`src/rtl/lfd_pkg.sv`:
```
// ----------------------------------------------------------------------------
// lfd_pkg
// Shared types and constants of the line frame decoder.
// ----------------------------------------------------------------------------
package lfd_pkg;

  localparam int unsigned LfdLengthWidth    = 16;
  localparam int unsigned LfdQueueDepth     = 4;
  localparam int unsigned LfdMaxLengthReset = 4096;

  localparam logic [7:0] LfdByteLf = 8'h0A;
  localparam logic [7:0] LfdByteCr = 8'h0D;

  // Register indexes of the configuration channel
  typedef enum logic [1:0] {
    LfdRegMaxLength = 2'd0,
    LfdRegStrip     = 2'd1,
    LfdRegMode      = 2'd2
  } lfd_reg_e;

  // Terminator modes; the unused code behaves as LfdModeAny
  typedef enum logic [1:0] {
    LfdModeAny     = 2'd0,
    LfdModeLfOnly  = 2'd1,
    LfdModeCrLfOnly = 2'd2
  } lfd_mode_e;

  // One result, without the run marker (the back end adds it)
  typedef struct packed {
    logic [7:0] out_byte;
    logic       has_byte;
    logic       frame_end;
    logic       overflow;
  } lfd_result_t;

  // Everything one input byte causes: one or two results
  typedef struct packed {
    lfd_result_t second;
    lfd_result_t first;
    logic        two;
  } lfd_entry_t;

endpackage

```
`src/rtl/lfd_front.sv`:
```
// ----------------------------------------------------------------------------
// lfd_front
// Accepts bytes, classifies them and tracks the line state; emits the
// results of each byte as one queue entry.
// ----------------------------------------------------------------------------
module lfd_front #(
  parameter int unsigned LENGTH_WIDTH = lfd_pkg::LfdLengthWidth
) (
  input  logic                    clk_i,
  input  logic                    rst_ni,
  input  logic                    cfg_valid_i,
  output logic                    cfg_ready_o,
  input  logic [1:0]              cfg_index_i,
  input  logic [LENGTH_WIDTH-1:0] cfg_data_i,
  input  logic                    in_valid_i,
  output logic                    in_ready_o,
  input  logic [7:0]              in_byte_i,
  input  logic                    queue_full_i,
  output logic                    push_o,
  output lfd_pkg::lfd_entry_t     push_entry_o
);
  import lfd_pkg::*;

  localparam logic [LENGTH_WIDTH-1:0] MaxLengthRst = LENGTH_WIDTH'(LfdMaxLengthReset);

  logic [LENGTH_WIDTH-1:0] max_length_q;
  logic                    strip_q;
  logic [1:0]              mode_q;

  logic [LENGTH_WIDTH-1:0] len_q, len_d, len_a;
  logic                    cr_q, cr_d;
  logic                    disc_q, disc_d, disc_a;

  logic        accept;
  logic        crlf_ok, lf_ok, is_lf, is_cr;
  logic        ra_v, rb0_v, rb1_v;
  lfd_result_t ra, rb0, rb1;

  assign cfg_ready_o = 1'b1;
  assign in_ready_o  = !queue_full_i;
  assign accept      = in_valid_i && in_ready_o;

  always_ff @(posedge clk_i or negedge rst_ni) begin
    if (!rst_ni) begin
      max_length_q <= MaxLengthRst;
      strip_q      <= 1'b1;
      mode_q       <= LfdModeAny;
    end else if (cfg_valid_i) begin
      case (cfg_index_i)
        LfdRegMaxLength: max_length_q <= cfg_data_i;
        LfdRegStrip:     strip_q      <= cfg_data_i[0];
        LfdRegMode:      mode_q       <= cfg_data_i[1:0];
        default:         ;
      endcase
    end
  end

  assign crlf_ok = (mode_q != LfdModeLfOnly);
  assign lf_ok   = (mode_q != LfdModeCrLfOnly);
  assign is_lf   = (in_byte_i == LfdByteLf);
  assign is_cr   = (in_byte_i == LfdByteCr);

  always_comb begin
    ra_v   = 1'b0;
    rb0_v  = 1'b0;
    rb1_v  = 1'b0;
    ra     = '0;
    rb0    = '0;
    rb1    = '0;
    cr_d   = cr_q;
    disc_d = disc_q;
    len_d  = len_q;
    disc_a = disc_q;
    len_a  = len_q;
    if (cr_q && is_lf && crlf_ok) begin
      // CR LF pair ends the line
      cr_d   = 1'b0;
      disc_d = 1'b0;
      len_d  = '0;
      if (!disc_q) begin
        if (strip_q) begin
          rb0_v = 1'b1;
          rb0   = '{out_byte: 8'h00, has_byte: 1'b0, frame_end: 1'b1, overflow: 1'b0};
        end else begin
          rb0_v = 1'b1;
          rb0   = '{out_byte: LfdByteCr, has_byte: 1'b1, frame_end: 1'b0, overflow: 1'b0};
          rb1_v = 1'b1;
          rb1   = '{out_byte: LfdByteLf, has_byte: 1'b1, frame_end: 1'b1, overflow: 1'b0};
        end
      end
    end else begin
      // a held CR that is not part of a pair becomes a line byte
      if (cr_q) begin
        cr_d = 1'b0;
        if (!disc_q) begin
          if (len_q >= max_length_q) begin
            ra_v   = 1'b1;
            ra     = '{out_byte: 8'h00, has_byte: 1'b0, frame_end: 1'b1, overflow: 1'b1};
            disc_a = 1'b1;
            len_a  = '0;
          end else begin
            ra_v  = 1'b1;
            ra    = '{out_byte: LfdByteCr, has_byte: 1'b1, frame_end: 1'b0, overflow: 1'b0};
            len_a = len_q + LENGTH_WIDTH'(1);
          end
        end
      end
      disc_d = disc_a;
      len_d  = len_a;
      if (is_lf && lf_ok) begin
        disc_d = 1'b0;
        len_d  = '0;
        if (!disc_a) begin
          rb0_v = 1'b1;
          if (strip_q) begin
            rb0 = '{out_byte: 8'h00, has_byte: 1'b0, frame_end: 1'b1, overflow: 1'b0};
          end else begin
            rb0 = '{out_byte: LfdByteLf, has_byte: 1'b1, frame_end: 1'b1, overflow: 1'b0};
          end
        end
      end else if (is_cr && crlf_ok) begin
        cr_d = 1'b1;
      end else if (!disc_a) begin
        rb0_v = 1'b1;
        if (len_a >= max_length_q) begin
          rb0    = '{out_byte: 8'h00, has_byte: 1'b0, frame_end: 1'b1, overflow: 1'b1};
          disc_d = 1'b1;
          len_d  = '0;
        end else begin
          rb0   = '{out_byte: in_byte_i, has_byte: 1'b1, frame_end: 1'b0, overflow: 1'b0};
          len_d = len_a + LENGTH_WIDTH'(1);
        end
      end
    end
  end

  // ra, when present, leaves room for one more result only
  assign push_o              = accept && (ra_v || rb0_v);
  assign push_entry_o.first  = ra_v ? ra : rb0;
  assign push_entry_o.second = ra_v ? rb0 : rb1;
  assign push_entry_o.two    = ra_v ? rb0_v : rb1_v;

  always_ff @(posedge clk_i or negedge rst_ni) begin
    if (!rst_ni) begin
      len_q  <= '0;
      cr_q   <= 1'b0;
      disc_q <= 1'b0;
    end else if (accept) begin
      len_q  <= len_d;
      cr_q   <= cr_d;
      disc_q <= disc_d;
    end
  end

endmodule

```
`src/rtl/lfd_queue.sv`:
```
// ----------------------------------------------------------------------------
// lfd_queue
// Short queue of result entries between the front and back ends.
// ----------------------------------------------------------------------------
module lfd_queue #(
  parameter int unsigned DEPTH = lfd_pkg::LfdQueueDepth
) (
  input  logic                clk_i,
  input  logic                rst_ni,
  input  logic                push_i,
  input  lfd_pkg::lfd_entry_t push_entry_i,
  output logic                full_o,
  input  logic                pop_i,
  output logic                head_valid_o,
  output lfd_pkg::lfd_entry_t head_entry_o
);
  import lfd_pkg::*;

  localparam int unsigned PtrW = (DEPTH > 1) ? $clog2(DEPTH) : 1;
  localparam int unsigned CntW = $clog2(DEPTH + 1);

  lfd_entry_t      mem_q [DEPTH];
  logic [PtrW-1:0] wr_ptr_q, rd_ptr_q;
  logic [CntW-1:0] count_q;
  logic            do_push, do_pop;

  assign full_o       = (count_q == CntW'(DEPTH));
  assign head_valid_o = (count_q != '0);
  assign head_entry_o = mem_q[rd_ptr_q];
  assign do_push      = push_i && !full_o;
  assign do_pop       = pop_i && head_valid_o;

  always_ff @(posedge clk_i) begin
    if (do_push) begin
      mem_q[wr_ptr_q] <= push_entry_i;
    end
  end

  always_ff @(posedge clk_i or negedge rst_ni) begin
    if (!rst_ni) begin
      wr_ptr_q <= '0;
      rd_ptr_q <= '0;
      count_q  <= '0;
    end else begin
      if (do_push) begin
        wr_ptr_q <= (wr_ptr_q == PtrW'(DEPTH - 1)) ? '0 : wr_ptr_q + PtrW'(1);
      end
      if (do_pop) begin
        rd_ptr_q <= (rd_ptr_q == PtrW'(DEPTH - 1)) ? '0 : rd_ptr_q + PtrW'(1);
      end
      if (do_push && !do_pop) begin
        count_q <= count_q + CntW'(1);
      end else if (do_pop && !do_push) begin
        count_q <= count_q - CntW'(1);
      end
    end
  end

endmodule

```
`src/rtl/lfd_back.sv`:
```
// ----------------------------------------------------------------------------
// lfd_back
// Unpacks queue entries into single results and drives the output register.
// ----------------------------------------------------------------------------
module lfd_back (
  input  logic                clk_i,
  input  logic                rst_ni,
  input  logic                head_valid_i,
  input  lfd_pkg::lfd_entry_t head_entry_i,
  output logic                pop_o,
  output logic                m_axis_tvalid,
  input  logic                m_axis_tready,
  output logic [7:0]          m_axis_tdata,  // out_byte
  output logic                m_axis_tlast,  // frame_end
  output logic [2:0]          m_axis_tuser   // has_byte, overflow, run_last
);
  import lfd_pkg::*;

  lfd_result_t out_q, pend_q;
  logic        out_valid_q, out_last_q, pend_valid_q;
  logic        load;

  // advance whenever the output register is empty or being taken
  assign load  = !out_valid_q || m_axis_tready;
  assign pop_o = load && !pend_valid_q && head_valid_i;

  always_ff @(posedge clk_i or negedge rst_ni) begin
    if (!rst_ni) begin
      out_valid_q  <= 1'b0;
      pend_valid_q <= 1'b0;
    end else if (load) begin
      if (pend_valid_q) begin
        out_valid_q  <= 1'b1;
        pend_valid_q <= 1'b0;
      end else begin
        out_valid_q  <= head_valid_i;
        pend_valid_q <= head_valid_i && head_entry_i.two;
      end
    end
  end

  always_ff @(posedge clk_i) begin
    if (load) begin
      if (pend_valid_q) begin
        out_q      <= pend_q;
        out_last_q <= 1'b1;
      end else begin
        out_q      <= head_entry_i.first;
        out_last_q <= !head_entry_i.two;
        pend_q     <= head_entry_i.second;
      end
    end
  end

  assign m_axis_tvalid = out_valid_q;
  assign m_axis_tdata  = out_q.out_byte;
  assign m_axis_tlast  = out_q.frame_end;
  assign m_axis_tuser  = {out_last_q, out_q.overflow, out_q.has_byte};

endmodule

```
`src/rtl/line_frame_decoder.sv`:
```
// ----------------------------------------------------------------------------
// line_frame_decoder
// Splits a byte stream into LF, CR LF or either terminated frames.
// ----------------------------------------------------------------------------
// Path: the results of an accepted byte go into the queue, then into the output
//   register. Throughput: one byte per cycle in while the queue is not full;
//   one result per cycle out while m_axis_tready is high, so a byte that gives
//   two results (CR LF passed on) takes two output transfers.
// Reset: asynchronous, active low; clears line state, queue and output stage,
//   and loads the register defaults (max_length 4096, strip on, mode 0).
module line_frame_decoder #(
  parameter int unsigned LENGTH_WIDTH = lfd_pkg::LfdLengthWidth,
  parameter int unsigned QUEUE_DEPTH  = lfd_pkg::LfdQueueDepth
) (
  input  logic                    clk_i,
  input  logic                    rst_ni,
  // configuration writes: index 0 max_length, 1 strip_delimiter, 2 terminator_mode
  input  logic                    cfg_valid_i,
  output logic                    cfg_ready_o,
  input  logic [1:0]              cfg_index_i,
  input  logic [LENGTH_WIDTH-1:0] cfg_data_i,
  // byte stream in
  input  logic                    s_axis_tvalid,
  output logic                    s_axis_tready,
  input  logic [7:0]              s_axis_tdata,  // in_byte
  // results out
  output logic                    m_axis_tvalid,
  input  logic                    m_axis_tready,
  output logic [7:0]              m_axis_tdata,  // out_byte
  output logic                    m_axis_tlast,  // frame_end
  output logic [2:0]              m_axis_tuser   // has_byte, overflow, run_last
);
  import lfd_pkg::*;

  logic       push, queue_full, pop, head_valid;
  lfd_entry_t push_entry, head_entry;

  // Front end: hold the line state and turn each accepted byte into one
  // entry of up to two results. Bytes that give nothing (held CR, dropped
  // bytes of an overlong line) leave no entry.
  lfd_front #(
    .LENGTH_WIDTH(LENGTH_WIDTH)
  ) u_front (
    .clk_i       (clk_i),
    .rst_ni      (rst_ni),
    .cfg_valid_i (cfg_valid_i),
    .cfg_ready_o (cfg_ready_o),
    .cfg_index_i (cfg_index_i),
    .cfg_data_i  (cfg_data_i),
    .in_valid_i  (s_axis_tvalid),
    .in_ready_o  (s_axis_tready),
    .in_byte_i   (s_axis_tdata),
    .queue_full_i(queue_full),
    .push_o      (push),
    .push_entry_o(push_entry)
  );

  // Queue: absorb bursts of two-result bytes while the output is stalled.
  lfd_queue #(
    .DEPTH(QUEUE_DEPTH)
  ) u_queue (
    .clk_i       (clk_i),
    .rst_ni      (rst_ni),
    .push_i      (push),
    .push_entry_i(push_entry),
    .full_o      (queue_full),
    .pop_i       (pop),
    .head_valid_o(head_valid),
    .head_entry_o(head_entry)
  );

  // Back end: issue results one transfer at a time and mark the last of
  // each byte's run.
  lfd_back u_back (
    .clk_i        (clk_i),
    .rst_ni       (rst_ni),
    .head_valid_i (head_valid),
    .head_entry_i (head_entry),
    .pop_o        (pop),
    .m_axis_tvalid(m_axis_tvalid),
    .m_axis_tready(m_axis_tready),
    .m_axis_tdata (m_axis_tdata),
    .m_axis_tlast (m_axis_tlast),
    .m_axis_tuser (m_axis_tuser)
  );

endmodule

```
`config.mk`:
```
export PLATFORM = sky130hd
export DESIGN_NAME = line_frame_decoder
export DESIGN_NICKNAME = d
export VERILOG_FILES = /design/src/rtl/lfd_pkg.sv /design/src/rtl/lfd_front.sv /design/src/rtl/lfd_queue.sv /design/src/rtl/lfd_back.sv /design/src/rtl/line_frame_decoder.sv
export SDC_FILE = /design/constraint.sdc
export NUM_CORES = 1
export LEC_CHECK = 0
export ABC_AREA = 1
export BUFFER_PORTS_ARGS = -buffer_cell sky130_fd_sc_hd__buf_4
export CAP_MARGIN = 10
export CORE_MARGIN = 2
export CORE_UTILIZATION = 35
export DETAILED_ROUTE_END_ITERATION = 8
export PLACE_DENSITY_LB_ADDON = 0.05
export REMOVE_ABC_BUFFERS = 1
export SLEW_MARGIN = 40
export SYNTH_ARGS = -nofsm -noshare
export SYNTH_HDL_FRONTEND = slang
export SYNTH_SLANG_ARGS = --single-unit
export TNS_END_PERCENT = 50
```
`constraint.sdc`:
```
create_clock -name clk_i -period 4.15 [get_ports clk_i]
set_input_delay 1.0375 -clock clk_i [delete_from_list [all_inputs] [get_ports clk_i]]
set_output_delay 1.0375 -clock clk_i [all_outputs]
set_load 0.02 [all_outputs]
```
==> results of run 1 <==
==> per-stage QoR <==
step                      TNS [ns]  setup WS [ns]   util  total power, W  area [um^2]
after floorplan                  0          0.883      -         0.00369         8080
after global placement           0          0.105  0.384         0.00441         8940
after detailed placement         0         0.0371  0.384         0.00443         8940
after CTS                        0        0.00476  0.409         0.00597         9510
after global routing       -0.0108       -0.00516  0.412         0.00633         9580
final                            0          0.311  0.412         0.00591         9580
==> final timing paths <==
kind | from | to | slack [ns] | cells after the start
worst min-delay path | u_queue.count_q[2] | u_queue.count_q[2] | 0.51 | 1
worst max register to register | u_front.max_length_q[12] | u_queue.mem_q[2][7] | 0.31 | 20
max in group asynchronous | rst_ni | u_front.max_length_q[10] | 3.08 | 1
worst max-delay path | u_front.max_length_q[12] | u_queue.mem_q[2][7] | 0.31 | 20
worst min register to register | u_queue.count_q[2] | u_queue.count_q[2] | 0.51 | 1
min in group asynchronous | rst_ni | u_front.max_length_q[4] | 0.63 | 1
==> critical path: stages (launching register included) <==
cell and delay, ns:
dfstp_2 0.52, inv_1 0.06, ha_1 0.27, nand4_1 0.12
nor2_1 0.24, nand2_2 0.15, nand2_4 0.11, nand2_4 0.14
inv_1 0.21, nor2_2 0.10, ha_1 0.29, nand4_1 0.13
nor2_1 0.26, nand3_1 0.14, nand3_2 0.16, nor2_4 0.06
nand2_1 0.08, nand2_1 0.07, nand2_1 0.15, a31oi_4 0.12
and2_4 0.19
==> kinds of logic (layout without fill, tap and decap cells) <==
kind of cell,after synthesis,in the layout,share of synthesized area
DFF,161,161,0.562
xor gates and xnor gates,18,18,0.0210
and+or+nand+nor,352,352,0.191
buffers and inverters,125,190,0.0602
other,1,1,0.000457
AOI/OAI and AO/OA,151,151,0.101
muxes,1,1,0.00137
adders and majority gates,41,41,0.0634
==> state kept, by name, summed over array words and instances, names as in the netlist <==
signal / cells
u_back.m_axis_tuser: 2
u_back.out_last_q: 1
u_queue.mem_q: 92
u_back.m_axis_tdata: 8
u_front.strip_q: 1
u_back.pend_valid_q: 1
u_back.pend_q: 11
u_front.cr_q: 1
u_queue.count_q: 3
u_front.mode_q: 2
u_front.disc_q: 1
u_back.m_axis_tvalid: 1
u_front.len_q: 16
u_queue.wr_ptr_q: 2
u_front.max_length_q: 16
u_back.m_axis_tlast: 1
u_queue.rd_ptr_q: 2
==> per-layer routing <==
layer / track usage / vias up / wire length [um]
li1: - / 2965 / -
met1: 0.223 / 2862 / 9380
met2: 0.312 / 96 / 10700
met3: 0.0300 / 10 / 605
met4: 0.0407 / 0 / 154
met5: 0 / - / 0
==> cell usage in the layout, fill, tap and decap left out, types with 17 or more instances in the layout <==
master	netlist	routed
ha_1	40	39
inv_1	91	89
nor2_1	143	134
a21oi_1	37	35
buf_4	2	59
nand3_1	26	25
edfxtp_1	115	115
dfrtp_1	44	44
nand2_1	127	126
o21ai_0	73	72
nor2_2	12	18
clkbuf_16	0	17
==> final cells by class <==
cell class / count / area share
Tap cell: 319 / 0.0417
Timing Repair Buffer: 59 / 0.0462
Inverter: 99 / 0.0390
Clock buffer: 18 / 0.0448
Multi-Input combinational cell: 564 / 0.333
Sequential cell: 161 / 0.481
Clock inverter: 14 / 0.0148
==> power by group <==
part / internal, W / leakage (nW) / switching (W) / total (W)
clock: 0.000801 / 0.272 / 0.000728 / 0.00153
combinational: 0.000660 / 2.16 / 0.00132 / 0.00199
sequential: 0.00224 / 1.64 / 0.000164 / 0.00240
total: 0.00370 / 4.07 / 0.00222 / 0.00591
==> repair_timing <==
item,4_1_cts,5_1_grt
gates resized for setup,0,16
buffers inserted,0,2
hold buffers,0,0
endpoints found under the setup margin,0,69
==> cell usage after synthesis, drive strengths merged <==
| cell type | count | area, um^2 |
|---|---|---|
| nor2 | 159 | 657 |
| xnor2 | 4 | 42.6 |
| conb | 1 | 3.75 |
| a22o | 2 | 17.5 |
| mux2 | 1 | 11.3 |
| inv | 99 | 374 |
| o32ai | 1 | 8.76 |
| nand3b | 2 | 27.5 |
| nor4 | 1 | 6.26 |
| o22ai | 15 | 93.8 |
| dfstp | 2 | 52.6 |
| o211ai | 1 | 7.51 |
| o21ai | 80 | 400 |
| nand3 | 30 | 170 |
| edfxtp | 115 | 3450 |
| a21oi | 40 | 219 |
| a31oi | 12 | 81.3 |
| nand2 | 138 | 566 |
| nand4 | 11 | 68.8 |
| ha | 40 | 500 |
| clkbuf | 19 | 71.3 |
| and2 | 1 | 6.26 |
| nor3 | 10 | 65.1 |
| buf | 7 | 48.8 |
| fa | 1 | 20.0 |
| xor2 | 14 | 130 |
| dfrtp | 44 | 1100 |
==> run metrics, run 1 <==
Critical Path Sink Type=flip-flop; critical path launch point type=flip-flop; Clock Latency Late Sink=0.43 ns; Seq. cell area=4610 um^2; Synth Register Bits=around 160; run status=finished clean; Finished Layout Cells=1,234; Slew Viols, Final=0; Pwr Density=617 nW/um^2; Die Area=24,700 um^2; clk slew on worst S/H paths=0.07 ns; layout cells sized above 1=0.175; 1st-iter DRT viols=437; fmax=approximately 260 MHz; port bufs=44; worst-margin pin slew=0.769 ns; largest net degree at the start of global routing=49; yosys warns=0; register area share after synthesis=0.562; TritonCTS clock tree=built; Root Buffer Master=clkbuf_16; Layout area overhead=16.8%; Pre-antenna DRT Iters=5; Hold Fails Final Rpt=0; critical path class=reg2reg; CORE AREA=23,300 um^2; clock skew=0.0162 ns; n_diodes=0; Avg Synthesized Cell Area=9.65 um^2; H-tree depth=4; Mapped Cells=850; Die Wd=157 um; Residual DRC=0; CP required=4.32 ns; HP Class=reg2reg; first-pass GRT wire length=32.4 mm; clock sinks=between 150 and 200; global route overflow=0; clock buffer depth=2; fin nets=974; Final Critical Period=3.84 ns; Yosys cell types=44; hpwl dp=14.0 mm; initial antenna violation count=0; row count=56; Critical Path AT=4.01 ns; max cap viols=0; DR vias=about 5,900; final worst path period share=0.925; Pleak=4.07 nW; Die H=~160 um; hold slack=around 0.51 ns; Vias per Instance=4.81; Wirelength per Cell=16.9 um; Crit Path Max Fanout=15; vias in the first global route=around 5,900; Setup-failing EPs final=0; relative slew slack=0.487; Multi-input gate area=3190 um^2; Netlist Area Pre-Place=8200 um^2; worst-case vdd ir drop=0.245 mV; placed cell count=about 1,200; drt total wl=20.8 mm; Ports=46; starting density of the core=0.353; Final GP Congestion=around 0.85; Global Route Usage Sum=0.175; CTS buffer count=17; Filler Cells Inserted=roughly 2,300; RSZ-0062 raised after global routing=yes; Detail Route Antenna Nets=0
Power figures use the tool's default switching activity.
==> run 2: changes to the inputs <==
--- a/config.mk
+++ b/config.mk
@@ -7,11 +7,10 @@
 export LEC_CHECK = 0
 export ABC_AREA = 1
 export BUFFER_PORTS_ARGS = -buffer_cell sky130_fd_sc_hd__buf_4
-export CAP_MARGIN = 10
 export CORE_MARGIN = 2
 export CORE_UTILIZATION = 35
 export DETAILED_ROUTE_END_ITERATION = 8
-export PLACE_DENSITY_LB_ADDON = 0.05
+export PLACE_DENSITY_LB_ADDON = 0.2
 export REMOVE_ABC_BUFFERS = 1
 export SLEW_MARGIN = 40
 export SYNTH_ARGS = -nofsm -noshare
==> run metrics, run 2 (synthesis gave the netlist of run 1 again) <==
run status=finished clean; Clk network pwr share=0.259 (about the same); CP required=4.38 ns (+0.06 ns); Global Route Usage Sum=0.166 (-0.00885); fmax=261 MHz (+0.32%); Pwr Density=611 nW/um^2 (-0.89%); worst-margin pin slew=0.662 ns (-0.107 ns); CORE AREA=23,300 um^2 (unchanged); Crit Path Max Fanout=5 (-10); Slew Viols, Final=0 (unchanged); global route overflow=0 (unchanged); clk slew on worst S/H paths=0.07 ns (about the same); vias in the first global route=5,771 (-1.5%); Hold Fails Final Rpt=0 (unchanged); Die H=157 um (unchanged); clock skew=0.0162 ns (+0.0000257 ns); drt total wl=19.3 mm (-7.2%); fin worst setup slack=0.323 ns (+0.0123 ns); max FFs per register=92 (unchanged); max cap viols=0 (unchanged); Pleak=4.04 nW (-0.69%); 1st-iter DRT viols=403 (-7.8%); GR Util met1=0.216 (-0.00700); Post-Place Worst Slack=0.225 ns (+0.188 ns); Top Registers=u_queue.mem_q (92), u_front.len_q (16), u_front.max_length_q (16); relative slew slack=0.558 (+0.0714); routing usage on met3=0.0306 (+0.000551); critical path class=reg2reg; n_diodes=0 (unchanged); Top reg by flops=u_queue.mem_q; TritonCTS clock tree=built; clock buffer depth=2 (unchanged); hpwl dp=12.9 mm (-7.8%); row count=56 (unchanged); Clock Latency Late Sink=0.43 ns (about the same); Vias per Instance=4.70 (-2.2%); initial antenna violation count=0 (unchanged); setup_tns=0 ns (unchanged); Die Wd=157 um (unchanged); first-pass GRT wire length=31.2 mm (-3.7%); Critical Path Sink Type=flip-flop; Critical Path AT=4.05 ns (+0.04 ns); Power Internal=0.00369 W (-0.28%); Layout area overhead=16.6%; clock sinks=161 (unchanged); port bufs=44 (unchanged); hold slack=0.499 ns (-0.00754 ns); Root Buffer Master=clkbuf_16; met2 global-route usage=0.284 (-0.0276); final worst path period share=0.922 (-0.00297); HP Class=reg2reg; Die Area=24,700 um^2 (unchanged); commonest non-fill, non-tap cell in the layout=nor2_1; net load switching power=0.00216 W (-2.4%); Ports=46 (unchanged); CTS buffer count=17 (unchanged); worst-case vdd ir drop=0.309 mV (+26%); Final Critical Period=3.83 ns (-0.0123 ns); starting density of the core=0.353 (unchanged); H-tree depth=4 (unchanged); DR vias=5,797 (-2.3%); fin nets=973 (-0.10%); commonest cells after routing, fill and taps aside=nor2_1 (137), nand2_1 (126), edfxtp_1 (115), inv_1 (88), o21ai_0 (73); Setup-failing EPs final=0 (unchanged); sequential power share=0.410 (+0.004); layout cells sized above 1=0.168 (-0.00637); Pre-antenna DRT Iters=5 (unchanged); Detail Route Antenna Nets=0 (unchanged); busiest grt layer=met2; Final GP Congestion=0.863 (+1.1%); Wirelength per Cell=15.6 um (-7.2%); largest net degree at the start of global routing=49 (unchanged); Comb power frac=0.331 (-0.005); Filler Cells Inserted=2,309 (-1.4%); critical path launch point type=flip-flop; switching share of power=0.370 (-0.00508); Residual DRC=0 (unchanged)
run 2: routing by layer:
metal / wire length [um] / part of all wire
met1: 9100 / 0.47
met2: 9380 / 0.49
met3: 552 / 0.029
met4: 255 / 0.013
met5: 0 / 0
run 2: final timing paths:
check | from | endpoint | slack [ns] | depth (start not counted)
setup / recovery | u_front.len_q[1] | u_queue.mem_q[3][4] | 0.32 | 21
min in group asynchronous | rst_ni | u_front.max_length_q[9] | 0.64 | 1
hold reg to reg | u_front.max_length_q[1] | u_front.max_length_q[1] | 0.50 | 2
setup reg to reg | u_front.len_q[1] | u_queue.mem_q[3][4] | 0.32 | 21
max in group asynchronous | rst_ni | u_queue.count_q[1] | 3.07 | 1
hold / removal | u_front.max_length_q[1] | u_front.max_length_q[1] | 0.50 | 2
run 2: cell type report:
type,instances,area [um^2],area share
clock buffers,18,429,0.0449
clock inverters,14,140,0.0147
inverters,99,374,0.0391
multi-input cells,564,3180,0.332
flip-flops and latches,161,4610,0.482
well taps,319,399,0.0417
repair buffers,58,435,0.0455
run 2: critical path, stage by stage, from the launching register on:
cell and delay, ns:
dfrtp_1 0.44, ha_1 0.26, nand3_1 0.11, nor2_1 0.17, nand4_1 0.20, nand3b_4 0.22
nor2_1 0.12, xor2_1 0.26, nand2_1 0.11, inv_1 0.10, ha_1 0.24, nand4_1 0.12
a21oi_1 0.07, nor2_1 0.16, nand3_2 0.17, nor2_4 0.17, nand2_1 0.09, inv_1 0.17
nand2_1 0.07, nand2_1 0.07, inv_1 0.07, a21oi_1 0.25
run 2: through the flow:
stage	total power (W)	cells	utilization	instance area (um^2)
3_5_place_dp	0.00438	1200	0.384	8940
2_1_floorplan	0.00369	824	-	8080
3_3_place_gp	0.00437	1200	0.384	8940
5_1_grt	0.00628	1233	0.411	9560
6_report	0.00585	1233	0.411	9560
4_1_cts	0.00591	1232	0.409	9510
run 2: power by group through the flow:
| stage | combinational, W | clock [W] | sequential, W |
|---|---|---|---|
| 2_1_floorplan | 0.00115 | 0 | 0.00254 |
| 3_3_place_gp | 0.00194 | 0 | 0.00243 |
| 3_5_place_dp | 0.00195 | 0 | 0.00243 |
| 4_1_cts | 0.00196 | 0.00155 | 0.00240 |
| 5_1_grt | 0.00222 | 0.00162 | 0.00244 |
| 6_report | 0.00194 | 0.00151 | 0.00240 |
run 2: timing repair:
action	in CTS	in global routing
hold buffers	0	0
gates resized for setup	0	8
buffers inserted	0	1
endpoints found under the setup margin	0	56
==> run 3: changes to the inputs <==
--- a/config.mk
+++ b/config.mk
@@ -10,7 +10,7 @@
 export CORE_MARGIN = 2
 export CORE_UTILIZATION = 35
 export DETAILED_ROUTE_END_ITERATION = 8
-export PLACE_DENSITY_LB_ADDON = 0.2
+export PLACE_DENSITY = 0.5
 export REMOVE_ABC_BUFFERS = 1
 export SLEW_MARGIN = 40
 export SYNTH_ARGS = -nofsm -noshare
==> constraint.sdc (replaced) <==
create_clock -name clk_i -period 4.15 [get_ports clk_i]
set_input_delay 1.0375 -clock clk_i [delete_from_list [all_inputs] [get_ports clk_i]]
set_output_delay 1.0375 -clock clk_i [all_outputs]
set_load 0.05 [all_outputs]
==> run metrics, run 3 (synthesis gave the netlist of run 1 again) <==
hold_buf cts=0 (unchanged); drt total wl=19.4 mm (+0.50%); peak per-stage delay on the critical path=0.42 ns (-0.02 ns); DR vias=5,867 (+1.2%); CTS buffer count=17 (unchanged); Comb power frac=0.347 (+0.016); 1st-iter DRT viols=413 (+2.5%); worst-path cell chain=ha_1 -> nand2_1 -> inv_1 -> nand2_1 -> nand2_1 -> nor2_1 -> nand2_1 -> nand2_2 -> nand2_4 -> nand2_8 -> inv_1 -> a21oi_4 -> ha_1 -> nand2_1 -> inv_1 -> o21ai_0 -> a21oi_1 -> nor2_1 -> nand3_2 -> nor2_4 -> nand2_1 -> nand2_1 -> nand2_1 -> o21ai_0; Hold Fails Final Rpt=0 (unchanged); net load switching power=0.00228 W (+5.5%); largest net degree at the start of global routing=50 (+2.0%); clk slew on worst S/H paths=0.07 ns (about the same); Die Wd=157 um (unchanged); WHS Endpoint=u_front.mode_q[0]; Clock Latency Late Sink=0.43 ns (about the same); Final Critical Period=3.82 ns (-0.00503 ns); Residual DRC=0 (unchanged); port bufs=44 (unchanged); Setup-failing EPs final=0 (unchanged); Wirelength per Cell=15.8 um (+0.74%); r2r startpoint=u_front.len_q[7]; Worst Path Buf+Inv=3 (unchanged); crit-path most repeated cell=nand2_1; Hold Crit Depth=2 (unchanged); hold slack=0.496 ns (-0.00363 ns); fmax=262 MHz (+0.13%); Clk network pwr share=0.259 (about the same); clock buffer depth=2 (unchanged); Final GP Congestion=0.831 (-3.6%); Top reg by flops=u_queue.mem_q; Root Buffer Master=clkbuf_16; Critical path origin=u_front.len_q[7]; clock sinks=161 (unchanged); Top Registers=u_queue.mem_q (92), u_front.len_q (16), u_front.max_length_q (16); Crit Path Max Fanout=15 (+10); worst hold start=u_front.mode_q[0]; Pwr Density=634 nW/um^2 (+3.7%); first-pass GRT wire length=30.6 mm (-1.9%); CP required=4.33 ns (-0.05 ns); sequential power share=0.394 (-0.016); relative slew slack=0.569 (+0.0113); Top Family by Delay on Critical Path=simple AND/OR/NAND/NOR gates; max FFs per register=92 (unchanged); fin nets=971 (-0.21%); run status=finished clean; commonest cells after routing, fill and taps aside=nor2_1 (138), nand2_1 (126), edfxtp_1 (115), inv_1 (89), o21ai_0 (72); initial antenna violation count=0 (unchanged); Pleak=4.05 nW (+0.34%); Worst R2R Path Depth=24 (+14%); Layout area overhead=16.9%; setup_tns=0 ns (unchanged); Detail Route Antenna Nets=0 (unchanged); CORE AREA=23,300 um^2 (unchanged); Ports=46 (unchanged); Die Area=24,700 um^2 (unchanged); TritonCTS clock tree=built; clock skew=0.0102 ns (-0.00597 ns); Post-Place Worst Slack=0.194 ns (-0.0311 ns); Critical Path Sink Type=flip-flop; Vias per Instance=4.77 (+1.5%); Tot Pwr=0.00608 W (+4.0%); switching share of power=0.375 (+0.00543); Power Internal=0.00380 W (+3.1%); Die H=157 um (unchanged); fin worst setup slack=0.328 ns (+0.00503 ns); critical path class=reg2reg; Critical Path AT=4.00 ns (-0.05 ns); Filler Cells Inserted=2,339 (+1.3%); HP Class=reg2reg; max cap viols=0 (unchanged); Slew Viols, Final=0 (unchanged); H-tree depth=4 (unchanged); worst-case vdd ir drop=0.240 mV (-22%); Pre-antenna DRT Iters=5 (unchanged); global route overflow=0 (unchanged); starting density of the core=0.353 (unchanged); commonest non-fill, non-tap cell in the layout=nor2_1; Global Route Usage Sum=0.165 (-0.00144); n_diodes=0 (unchanged); final worst path period share=0.921 (-0.00121); register-to-register setup slack=0.33 ns (about the same); layout cells sized above 1=0.168 (-0.000543); worst-margin pin slew=0.646 ns (-0.0162 ns); row count=56 (unchanged); critical path launch point type=flip-flop; hpwl dp=13.1 mm (+0.99%); Cell Area, Placed=8950 um^2 (about the same); vias in the first global route=5,652 (-2.1%); final instance area=9590 um^2 (+0.30%); r2r endpoint=u_queue.mem_q[1][16]; crit path max-delay cell type=dfrtp_1
==> run 3: cell count changes in the layout (fill, tap and decap cells not counted), moves of 2 or more <==
cell,change
bufinv_16,+2
clkinvlp_4,-3
inv_8,-4
inv_6,+4
buf_4,-3
==> run 3: area by class of cell <==
type                            count  area (um^2)  area share
Tap cell                          319          399      0.0416
Inverter                           99          374      0.0390
Clock buffer                       17          425      0.0443
Clock inverter                     14          165      0.0172
Sequential cell                   161         4610       0.480
Multi-Input combinational cell    564         3190       0.332
Timing Repair Buffer               56          433      0.0451
==> run 3: worst reg2reg max path, cell delays in order (launching register included) <==
cell and delay [ns]:
dfrtp_1 0.42, ha_1 0.32, nand2_1 0.07, inv_1 0.05
nand2_1 0.06, nand2_1 0.06, nor2_1 0.10, nand2_1 0.11
nand2_2 0.14, nand2_4 0.10, nand2_8 0.13, inv_1 0.13
a21oi_4 0.20, ha_1 0.26, nand2_1 0.05, inv_1 0.05
o21ai_0 0.10, a21oi_1 0.12, nor2_1 0.16, nand3_2 0.16
nor2_4 0.16, nand2_1 0.10, nand2_1 0.09, nand2_1 0.09
o21ai_0 0.37
==> run 3: worst max-delay path by stage <==
stage / to / slack (ns) / cells after the start
after floorplan: u_queue.mem_q[0][0] / 0.88 / 10
after global placement: u_queue.mem_q[3][4] / 0.17 / 24
after detailed placement: u_queue.mem_q[1][5] / 0.19 / 25
after CTS: u_queue.mem_q[2][5] / 0.15 / 25
after global routing: u_queue.mem_q[0][16] / -0.003 / 25
final: u_queue.mem_q[1][16] / 0.33 / 24
==> run 3: per-stage QoR <==
step,cells,util
floorplan,824,-
global placement,1199,0.385
detailed placement,1199,0.385
CTS,1230,0.410
global route,1230,0.412
finish,1230,0.412
==> run 3: what timing repair did <==
item | 4_1_cts | 5_1_grt
setup buffers | 0 | 0
endpoints found under the hold margin | 0 | 0
resized for setup | 0 | 11
endpoints found under the setup margin | 0 | 72
==> run 3: routing by layer <==
metal,global-route usage,routed length (um),up-vias
met1,0.218,9090,2772
met2,0.276,9410,121
met3,0.0347,686,16
li1,-,-,2958
met5,0,0,-
met4,0.0442,206,0
==> run 3: power groups by stage <==
stage | sequential, W | combinational (W) | clock, W
after floorplan | 0.00268 | 0.00116 | 0
after global placement | 0.00243 | 0.00213 | 0
after detailed placement | 0.00243 | 0.00213 | 0
after CTS | 0.00240 | 0.00214 | 0.00161
after global routing | 0.00244 | 0.00238 | 0.00169
final | 0.00240 | 0.00211 | 0.00158
